`src/hdl/tfp_pkg.sv`:
```
`timescale 1ns / 1ps
`default_nettype none
// ----------------------------------------------------------------------------
// Telemetry frame packer package
// Shared widths, register indexes, the controller/datapath interface types
// and the CRC-16/CCITT-FALSE byte update.
// ----------------------------------------------------------------------------
package tfp_pkg;

  localparam int unsigned WordW        = 16;
  localparam int unsigned IdxW         = 6;
  localparam int unsigned ByteW        = 8;
  localparam int unsigned CfgIdxW      = 8;
  localparam int unsigned PayloadWords = 31;  // payload words covered by the CRC

  localparam logic [IdxW-1:0]    MagicIdx = IdxW'(0);
  localparam logic [IdxW-1:0]    CrcIdx   = IdxW'(32);

  localparam logic [CfgIdxW-1:0] CfgMagicHigh = CfgIdxW'(0);
  localparam logic [CfgIdxW-1:0] CfgMagicLow  = CfgIdxW'(1);

  localparam logic [WordW-1:0]   CrcInit = 16'hFFFF;
  localparam logic [WordW-1:0]   CrcPoly = 16'h1021;

  // Command from the controller to the datapath.
  typedef struct packed {
    logic            load;   // capture a new record and restart the CRC
    logic            emit;   // write the word at index into the output register
    logic [IdxW-1:0] index;
  } tfp_cmd_t;

  // Status from the datapath to the controller.
  typedef struct packed {
    logic out_valid;
  } tfp_status_t;

  // One byte of CRC-16/CCITT-FALSE, MSB first.
  function automatic logic [WordW-1:0] crc16_byte(input logic [WordW-1:0] crc,
                                                  input logic [ByteW-1:0] data);
    logic [WordW-1:0] c;
    c = crc ^ {data, {ByteW{1'b0}}};
    for (int b = 0; b < ByteW; b++) begin
      if (c[WordW-1]) begin
        c = {c[WordW-2:0], 1'b0} ^ CrcPoly;
      end else begin
        c = {c[WordW-2:0], 1'b0};
      end
    end
    return c;
  endfunction

endpackage
`default_nettype wire

```
`src/hdl/tfp_ctrl.sv`:
```
`timescale 1ns / 1ps
`default_nettype none
// ----------------------------------------------------------------------------
// Telemetry frame packer controller
// Sequences the 33 word slots of a frame and decides when a record is taken.
// ----------------------------------------------------------------------------
module tfp_ctrl
  import tfp_pkg::*;
(
  input  wire logic        clk_i,
  input  wire logic        rst_ni,
  input  wire logic        in_valid_i,
  output logic             in_stall_o,
  input  wire logic        out_stall_i,
  input  tfp_status_t      status_i,
  output tfp_cmd_t         cmd_o
);

  typedef enum logic {
    ST_IDLE,
    ST_SEND
  } state_e;

  state_e          state_q;
  logic [IdxW-1:0] idx_q;
  logic            slot_free;
  logic            last_slot;
  logic            take_ok;
  logic            accept;

  // The output register can take a word when empty or while being drained.
  assign slot_free  = !status_i.out_valid || !out_stall_i;
  assign last_slot  = (state_q == ST_SEND) && (idx_q == CrcIdx) && slot_free;
  assign take_ok    = (state_q == ST_IDLE) || last_slot;
  assign in_stall_o = !take_ok;
  assign accept     = in_valid_i && take_ok;

  always_comb begin
    cmd_o.load  = accept;
    cmd_o.emit  = (state_q == ST_SEND) && slot_free;
    cmd_o.index = idx_q;
  end

  always_ff @(posedge clk_i or negedge rst_ni) begin
    if (!rst_ni) begin
      state_q <= ST_IDLE;
      idx_q   <= MagicIdx;
    end else begin
      case (state_q)
        ST_IDLE: begin
          if (accept) begin
            state_q <= ST_SEND;
            idx_q   <= MagicIdx;
          end
        end
        ST_SEND: begin
          if (slot_free) begin
            if (idx_q == CrcIdx) begin
              idx_q   <= MagicIdx;
              state_q <= accept ? ST_SEND : ST_IDLE;
            end else begin
              idx_q <= idx_q + IdxW'(1);
            end
          end
        end
        default: begin
          state_q <= ST_IDLE;
          idx_q   <= MagicIdx;
        end
      endcase
    end
  end

endmodule
`default_nettype wire

```
`src/hdl/tfp_datapath.sv`:
```
`timescale 1ns / 1ps
`default_nettype none
// ----------------------------------------------------------------------------
// Telemetry frame packer datapath
// Magic registers, payload word shifter, running CRC and output register.
// ----------------------------------------------------------------------------
module tfp_datapath
  import tfp_pkg::*;
(
  input  wire logic               clk_i,
  input  wire logic               rst_ni,
  input  wire logic               cfg_valid_i,
  input  wire logic [CfgIdxW-1:0] cfg_index_i,
  input  wire logic [ByteW-1:0]   cfg_data_i,
  input  wire logic [63:0]        timestamp_us_i,
  input  wire logic [15:0]        sequence_number_i,
  input  wire logic [15:0]        flag_bits_i,
  input  wire logic [63:0]        position_angle_bits_i,
  input  wire logic [63:0]        force_speed_bits_i,
  input  wire logic [63:0]        vibration_xy_bits_i,
  input  wire logic [63:0]        vibz_temperature_bits_i,
  input  wire logic [63:0]        current_alpha_bits_i,
  input  wire logic [63:0]        quality_spare_bits_i,
  input  tfp_cmd_t                cmd_i,
  output tfp_status_t             status_o,
  input  wire logic               out_stall_i,
  output logic                    out_valid_o,
  output logic [WordW-1:0]        frame_word_o,
  output logic [IdxW-1:0]         word_index_o,
  output logic                    last_word_o
);

  logic [ByteW-1:0] magic_hi_q;
  logic [ByteW-1:0] magic_lo_q;
  logic [WordW-1:0] pay_q [PayloadWords];
  logic [WordW-1:0] pay_d [PayloadWords];
  logic [WordW-1:0] crc_q;
  logic [WordW-1:0] crc_d;
  logic [WordW-1:0] word_sel;
  logic             out_valid_q;
  logic [WordW-1:0] frame_word_q;
  logic [IdxW-1:0]  word_index_q;
  logic             last_word_q;
  logic [64*6-1:0]  floats;

  always_ff @(posedge clk_i or negedge rst_ni) begin
    if (!rst_ni) begin
      magic_hi_q <= '0;
      magic_lo_q <= '0;
    end else if (cfg_valid_i) begin
      if (cfg_index_i == CfgMagicHigh) begin
        magic_hi_q <= cfg_data_i;
      end else if (cfg_index_i == CfgMagicLow) begin
        magic_lo_q <= cfg_data_i;
      end
    end
  end

  assign floats = {position_angle_bits_i, force_speed_bits_i, vibration_xy_bits_i,
                   vibz_temperature_bits_i, current_alpha_bits_i, quality_spare_bits_i};

  // Payload words in frame order; the head word leaves on each payload slot.
  always_comb begin
    if (cmd_i.load) begin
      pay_d[0] = timestamp_us_i[63:48];
      pay_d[1] = timestamp_us_i[47:32];
      pay_d[2] = timestamp_us_i[31:16];
      pay_d[3] = timestamp_us_i[15:0];
      pay_d[4] = sequence_number_i;
      pay_d[5] = flag_bits_i;
      for (int w = 0; w < 24; w++) begin
        pay_d[6+w] = floats[64*6-1-WordW*w -: WordW];
      end
      pay_d[PayloadWords-1] = '0;
    end else begin
      for (int w = 0; w < PayloadWords; w++) begin
        pay_d[w] = pay_q[w];
      end
      if (cmd_i.emit && (cmd_i.index != MagicIdx) && (cmd_i.index != CrcIdx)) begin
        for (int w = 0; w < PayloadWords - 1; w++) begin
          pay_d[w] = pay_q[w+1];
        end
        pay_d[PayloadWords-1] = '0;
      end
    end
  end

  always_ff @(posedge clk_i) begin
    pay_q <= pay_d;
  end

  always_comb begin
    if (cmd_i.index == MagicIdx) begin
      word_sel = {magic_hi_q, magic_lo_q};
    end else if (cmd_i.index == CrcIdx) begin
      word_sel = crc_q;
    end else begin
      word_sel = pay_q[0];
    end
  end

  always_comb begin
    crc_d = crc_q;
    if (cmd_i.load) begin
      crc_d = CrcInit;
    end else if (cmd_i.emit && (cmd_i.index != MagicIdx) && (cmd_i.index != CrcIdx)) begin
      crc_d = crc16_byte(crc16_byte(crc_q, pay_q[0][WordW-1:ByteW]), pay_q[0][ByteW-1:0]);
    end
  end

  always_ff @(posedge clk_i) begin
    crc_q <= crc_d;
  end

  always_ff @(posedge clk_i or negedge rst_ni) begin
    if (!rst_ni) begin
      out_valid_q <= 1'b0;
    end else if (cmd_i.emit) begin
      out_valid_q <= 1'b1;
    end else if (!out_stall_i) begin
      out_valid_q <= 1'b0;
    end
  end

  always_ff @(posedge clk_i) begin
    if (cmd_i.emit) begin
      frame_word_q <= word_sel;
      word_index_q <= cmd_i.index;
      last_word_q  <= (cmd_i.index == CrcIdx);
    end
  end

  assign status_o.out_valid = out_valid_q;
  assign out_valid_o        = out_valid_q;
  assign frame_word_o       = frame_word_q;
  assign word_index_o       = word_index_q;
  assign last_word_o        = last_word_q;

endmodule
`default_nettype wire

```
`src/hdl/telemetry_frame_packer_crc16_core.sv`:
```
`timescale 1ns / 1ps
`default_nettype none
// ----------------------------------------------------------------------------
// Telemetry frame packer with CRC-16/CCITT-FALSE
// Turns one telemetry record into a 66-byte frame sent as 33 big-endian
// 16-bit words: the magic word, 31 payload words and the CRC word.
// ----------------------------------------------------------------------------
//
//  Channel  Direction  Handshake               Contents
//  -------  ---------  ----------------------  ---------------------------------
//  cfg      in         cfg_valid_i/cfg_ready_o  register index, 8-bit data
//  in       in         in_valid_i/in_stall_o    one telemetry record
//  out      out        out_valid_o/out_stall_i  frame_word, word_index, last_word
//
// A record is turned into 33 transfers, one per cycle while the output side
// does not stall; the output register that carries one word per cycle sets
// this rate. The next record is taken in the cycle the CRC word enters the
// output register, so frames follow back to back. The CRC advances by one
// payload word per emitted payload word and is ready when the CRC slot comes
// up. Reset clears the magic registers, the sequencer and the output valid;
// no clearing pass is needed. A stall on the output holds the current word
// and freezes the sequencer.
//
module telemetry_frame_packer_crc16_core
  import tfp_pkg::*;
(
  input  wire logic               clk_i,
  input  wire logic               rst_ni,
  // Configuration writes; always ready.
  input  wire logic               cfg_valid_i,
  output logic                    cfg_ready_o,
  input  wire logic [CfgIdxW-1:0] cfg_index_i,
  input  wire logic [ByteW-1:0]   cfg_data_i,
  // Record input.
  input  wire logic               in_valid_i,
  output logic                    in_stall_o,
  input  wire logic [63:0]        timestamp_us_i,
  input  wire logic [15:0]        sequence_number_i,
  input  wire logic [15:0]        flag_bits_i,
  input  wire logic [63:0]        position_angle_bits_i,
  input  wire logic [63:0]        force_speed_bits_i,
  input  wire logic [63:0]        vibration_xy_bits_i,
  input  wire logic [63:0]        vibz_temperature_bits_i,
  input  wire logic [63:0]        current_alpha_bits_i,
  input  wire logic [63:0]        quality_spare_bits_i,
  // Frame word output.
  output logic                    out_valid_o,
  input  wire logic               out_stall_i,
  output logic [WordW-1:0]        frame_word_o,
  output logic [IdxW-1:0]         word_index_o,
  output logic                    last_word_o
);

  tfp_cmd_t    cmd;
  tfp_status_t status;

  // Registers are plain flops, so a write can land in any cycle.
  assign cfg_ready_o = 1'b1;

  tfp_ctrl u_ctrl (
    .clk_i       (clk_i),
    .rst_ni      (rst_ni),
    .in_valid_i  (in_valid_i),
    .in_stall_o  (in_stall_o),
    .out_stall_i (out_stall_i),
    .status_i    (status),
    .cmd_o       (cmd)
  );

  tfp_datapath u_datapath (
    .clk_i                   (clk_i),
    .rst_ni                  (rst_ni),
    .cfg_valid_i             (cfg_valid_i),
    .cfg_index_i             (cfg_index_i),
    .cfg_data_i              (cfg_data_i),
    .timestamp_us_i          (timestamp_us_i),
    .sequence_number_i       (sequence_number_i),
    .flag_bits_i             (flag_bits_i),
    .position_angle_bits_i   (position_angle_bits_i),
    .force_speed_bits_i      (force_speed_bits_i),
    .vibration_xy_bits_i     (vibration_xy_bits_i),
    .vibz_temperature_bits_i (vibz_temperature_bits_i),
    .current_alpha_bits_i    (current_alpha_bits_i),
    .quality_spare_bits_i    (quality_spare_bits_i),
    .cmd_i                   (cmd),
    .status_o                (status),
    .out_stall_i             (out_stall_i),
    .out_valid_o             (out_valid_o),
    .frame_word_o            (frame_word_o),
    .word_index_o            (word_index_o),
    .last_word_o             (last_word_o)
  );

endmodule
`default_nettype wire

```
`config.mk`:
```
export PLATFORM = sky130hd
export DESIGN_NAME = telemetry_frame_packer_crc16_core
export DESIGN_NICKNAME = d
export VERILOG_FILES = /design/src/hdl/tfp_pkg.sv /design/src/hdl/tfp_ctrl.sv /design/src/hdl/tfp_datapath.sv /design/src/hdl/telemetry_frame_packer_crc16_core.sv
export SDC_FILE = /design/constraint.sdc
export NUM_CORES = 1
export LEC_CHECK = 0
export ABC_AREA = 1
export BUFFER_PORTS_ARGS = -buffer_cell sky130_fd_sc_hd__buf_4
export CORE_MARGIN = 2
export CORE_UTILIZATION = 45
export DETAILED_ROUTE_END_ITERATION = 6
export MAX_ROUTING_LAYER = met4
export PLACE_DENSITY = 0.76
export SYNTH_ARGS = -nofsm -noshare
export SYNTH_HDL_FRONTEND = slang
export SYNTH_SLANG_ARGS = --single-unit
```
`constraint.sdc`:
```
create_clock -name clk_i -period 7.3 [get_ports clk_i]
set_clock_uncertainty 0.05 [all_clocks]
set_input_delay 0.73 -clock clk_i [delete_from_list [all_inputs] [get_ports clk_i]]
set_output_delay 0.73 -clock clk_i [all_outputs]
set_load 0.01 [all_outputs]
```
# After elaboration in Yosys (flattened, before gate mapping)
# Cells that the tools add are included.
word_totals:
  word_cells: 144
  inputBits: 501
  regBits: 543
op_classes:
  n_addsub: 1
  bitwise_logic: 20
  n_mux: 60
  n_eq_ne: 6
  reduce_logical: 18
op_table:
  columns: ["op", "n"]
  rows:
  - ["$mux W496", 2]
  - ["$mux W16", 32]
  - ["$mux W13", 16]
  - ["$not A3 Y3", 16]
  - ["$xor A16 B16 Y16", 2]
  - ["$mux W6", 3]
  - ["$pmux W6 S2", 1]
  - ["$eq A8 B1 Y1 const B", 1]
  - ["$logic_not A8 Y1", 1]
  - ["$add A6 B1 Y6 const B", 1]
  - ["$eq A6 B6 Y1 const B", 1]
  - ["$logic_and A1 B1 Y1", 6]
  - ["$logic_not A6 Y1", 1]
  - ["$ne A6 B6 Y1 const B", 1]
  - ["$reduce_bool A6 Y1", 1]
  - ["$mux W1", 5]
  - ["$ne A2 B1 Y1 const B", 2]
  - ["$reduce_and A2 Y1", 2]
  - ["$logic_not A1 Y1", 3]
  - ["$reduce_and A3 Y1", 1]
  - ["$logic_or A1 B1 Y1", 2]
  - ["$ne A2 B2 Y1 const B", 1]
  - ["$not A1 Y1", 2]
  - ["$pmux W1 S2", 1]
  - ["$reduce_bool A2 Y1", 1]

# Longest topological paths before layout
depth:
  depth_word: 66
  depth_mapped: 15

# Cells and area by module
# A second synthesis with hierarchy kept.
unflattened:
  cells_unflattened: 2473
  area_unflattened_um2: 23685.2
modules_own_cells:
  columns: ["module", "cells_per_inst", "area_per_inst_um2", "n_inst", "seq_area_each_um2"]
  rows:
  - ["tfp_datapath", 2406, 23198.5, 1, 15850.2]
  - ["tfp_ctrl", 65, 475.5, 1, 175.2]
  - ["telemetry_frame_packer_crc16_core", 2, 11.3, 1, 0.0]

# Worst setup path before layout
# Ideal clock, no wire load.
synth_timing:
  kind: "input port to flip-flop"
  from: "input out_stall_i"
  to: "register u_datapath.pay_q[100] in the netlist's numbering (enable)"
  setup_slack_ps: 1302
  cell_stages: 6
  setup_time_ps: 513
  path_buffers: 1
  t_arrival_ps: 5434
  cell_sequence: "nand2_1 inv_1 nor2_1 nand2_1 nand2_1 buf_4"
synth_rtl:
  columns: ["item", "line", "text"]
  rows:
  - ["start, declared", "telemetry_frame_packer_crc16_core.sv:48", "input wire logic out_stall_i,"]
  - ["end signal, assigned", "tfp_datapath.sv:89", "pay_q <= pay_d;"]
  - ["end, declared", "tfp_datapath.sv:35", "logic [WordW-1:0] pay_q [PayloadWords];"]

==> results.cfg <==
[routing]
drtIter0Drc = 1044
routed_wirelength_um = 58800
wl_per_cell_um = 21.1
firstDrtPassIters = 7
drc_errors = 0
vias_per_cell = 4.98
vias = 13800
ant_nets = 0

[die]
start_util_pct = 45.6
die_w_um = 240
rows = 86
ios = 527
die-area_sq_um = 57800
core-area_sq_um = 55200
die_y_um = 240

[finish]
fin_cells = 2782
drive_gt1_share_pct = 53.6
area_growth_pct = 25.1
nets = 2485

[synthesis]
synthArstFlopShare_pct = 4.42
synth_top_area_share_pct = 60.1
synth_xor_area_share_pct = 1.04
synthAdderAreaFrac_pct = 0.0995
synth_compound_area_share_pct = 1.28
synth_top_family_by_area = multiplexers
ys_seq_area_share_pct = 63.7
yosys-top-cells-count = 503 x edfxtp_1, 400 x mux2_4, 128 x nand2_1
synth_enable_flop_cells = 503
syn_nets = 1950
synth_area_leader_cell = edfxtp_1
yosysUniqueCellTypes = 35
synthSimpleGateAreaFrac_pct = 3.56
synth_flop_cell = edfxtp_1
synth_area_per_cell_sq_um = 17.4
ys_warn_count = 0
muxShareOfSynthArea_pct = 26.7
synthMostInstantiatedCell = edfxtp_1
syn_inst = 1447
synth_area_leaders = edfxtp_1 60%, mux2_4 24%, mux2_2 2.6%
syn-cell-area_sq_um = 25100
synth_seq_cells = 543

[pwr]
intPower_w = 0.00891
p_seq_share_pct = 46.8
p_comb_share_pct = 30.2
p_sw_share_pct = 28.1
p_sw_w = 0.00349
powerDensity_nw_per_um2 = 394
p_clk_share_pct = 23.0
p_leak_nw = 14.1
ir_worst_vdd_mv = 0.208

[timing]
final_hold_viol_count = 0
fin_worst_hold_slack_ns = 0.314
max_freq_mhz = 228
finalSetupViolCount = 0
rsz0062_at_grt = no
slew_headroom_pct = 23.0
finalSetupTns_ns = 0
period_share_pct = 60.1
tightestPinTransition_ns = 1.16
min_period_ns = 4.39
drv_slew = 0

[worst_setup_path]
worstPathRequired_ns = 7.60
cp_cell_sequence = inv_1, ha_1, nand4_4, nor2_8, inv_2, o21ai_2, nand2_8, buf_4, buf_4, mux2_1
critPathSlowestCell = buf_4
max_stage_delay_ns = 0.97
start_kind = flip-flop
crit_fanout = 67
path_class = reg2reg
worst_ep_arrival_time_ns = 4.69
cp-end-kind = flip-flop
cpMostUsedCell = buf_4

[cts]
cts_num_sinks = 543
h-tree-depth = 2
cts_buffers = 57
tritoncts = done
cts.clk_slew.worst_paths_ns = 0.06
clk_latency_ns = 0.60
root_buffer = clkbuf_16
clk_path_buf_depth = 3

[outcome]
status = finished, final reports clean

[min_path]
hold_class = in2reg

[placement]
placed_cells = 2670
port_buffers = 525
detailed_place_hpwl_um = 41900
gp_congestion = 0.906

[job]
max_cap_viol_count = 0

[global_route]
grt_max_degree = 157
overflow = 0
antenna_found_initial = 6
grtUsageTotal_pct = 20.2
grt_pass1_vias = 14400
grt_pass1_wl_um = 84700
stage by stage:
step / total power [W] / utilization [%] / instance area, sq um / setup slack, ns
detailed placement: 0.00959 / 53.6 / 29600 / 2.96
global route: 0.0130 / 57.0 / 31500 / 2.69
finish: 0.0124 / 57.0 / 31500 / 2.91
global placement: 0.00946 / 53.6 / 29600 / 3.10
CTS: 0.0125 / 57.0 / 31400 / 2.95
floorplan: 0.00857 / - / 25100 / 1.30
what timing repair did:
action	in CTS	in global routing
gates resized for setup	0	0
buffers inserted	0	0
hold endpoints to repair	24	0
hold buffers	1	0
cell usage in the layout, fill, tap and decap left out, drive strengths merged, types with 15 or more instances in the layout:
cell | netlist | layout
nor2 | 51 | 51
dfrtp | 24 | 24
nand2 | 129 | 129
o21ai | 23 | 23
mux2 | 464 | 464
xnor2 | 15 | 15
inv | 78 | 81
xor2 | 15 | 15
dfxtp | 16 | 16
edfxtp | 503 | 503
clkbuf | 7 | 66
clkinv | 1 | 30
nand3 | 28 | 28
buf | 55 | 537
power groups by stage:
| stage | clock (W) | sequential, W | combinational, W |
|---|---|---|---|
| after floorplan | 0 | 0.00572 | 0.00285 |
| after CTS | 0.00290 | 0.00582 | 0.00376 |
| after global placement | 0 | 0.00583 | 0.00363 |
| final | 0.00285 | 0.00580 | 0.00375 |
| after global routing | 0.00303 | 0.00591 | 0.00407 |
| after detailed placement | 0 | 0.00586 | 0.00374 |
area by class of cell:
class,count,area (sq um)
Timing Repair Buffer,538,4100
Clock buffer,66,1480
Inverter,79,297
Clock inverter,38,340
Sequential cell,543,16000
Tap cell,748,936
Multi-Input combinational cell,763,8260
Fill cell,4237,23700
Antenna cell,7,17.5
sequential cells by signal, indices dropped and copies added (netlist names):
signal,flops
u_ctrl.idx_q,6
u_ctrl.state_q,1
u_datapath.crc_q,16
u_datapath.frame_word_o,16
u_datapath.last_word_o,1
u_datapath.magic_hi_q,8
u_datapath.magic_lo_q,8
u_datapath.out_valid_o,1
u_datapath.pay_q,480
u_datapath.word_index_o,6
worst max-delay path, delay by kind of cell, from the launching register on:
| kind | cells | cell delay [ns] |
|---|---|---|
| buffers and inverters | 4 | 2.08 |
| muxes | 1 | 0.41 |
| AOI/OAI and AO/OA | 1 | 0.12 |
| adders and majority gates | 1 | 0.23 |
| DFF | 1 | 0.36 |
| and+or+nand+nor | 3 | 0.70 |
routing by layer:
metal / vias to the layer above / part of all wire [%] / track usage (%) / wire, um
met5: - / 0 / - / 0
met2: 520 / 50 / 33.2 / 29100
met4: 0 / 2.1 / 5.50 / 1240
met1: 6804 / 38 / 23.0 / 22300
met3: 85 / 10 / 7.65 / 6140
li1: 6437 / - / - / -
logic make-up (layout without fill, tap and decap cells):
| family | Yosys count | after routing |
|---|---|---|
| AOI/OAI and AO/OA | 51 | 51 |
| xor gates and xnor gates | 30 | 30 |
| and+or+nand+nor | 215 | 215 |
| other | 1 | 8 |
| DFF | 543 | 543 |
| buffers and inverters | 141 | 721 |
| adders and majority gates | 2 | 2 |
| muxes | 464 | 464 |
worst paths after layout:
| check | start | slack [ns] | cells past startpoint | endpoint |
|---|---|---|---|---|
| min in group asynchronous | rst_ni | 0.52 | 2 | u_datapath.magic_lo_q[0] |
| min | out_stall_i | 0.31 | 3 | u_datapath.out_valid_o |
| max in group asynchronous | rst_ni | 6.43 | 2 | u_datapath.magic_hi_q[7] |
| max reg2reg | u_ctrl.idx_q[0] | 2.91 | 10 | u_datapath.pay_q[493] |
| max | u_ctrl.idx_q[0] | 2.91 | 10 | u_datapath.pay_q[493] |
| min reg2reg | u_ctrl.idx_q[0] | 0.43 | 0 | u_datapath.word_index_o[0] |
No activity file was read; power rests on OpenSTA's default activity.
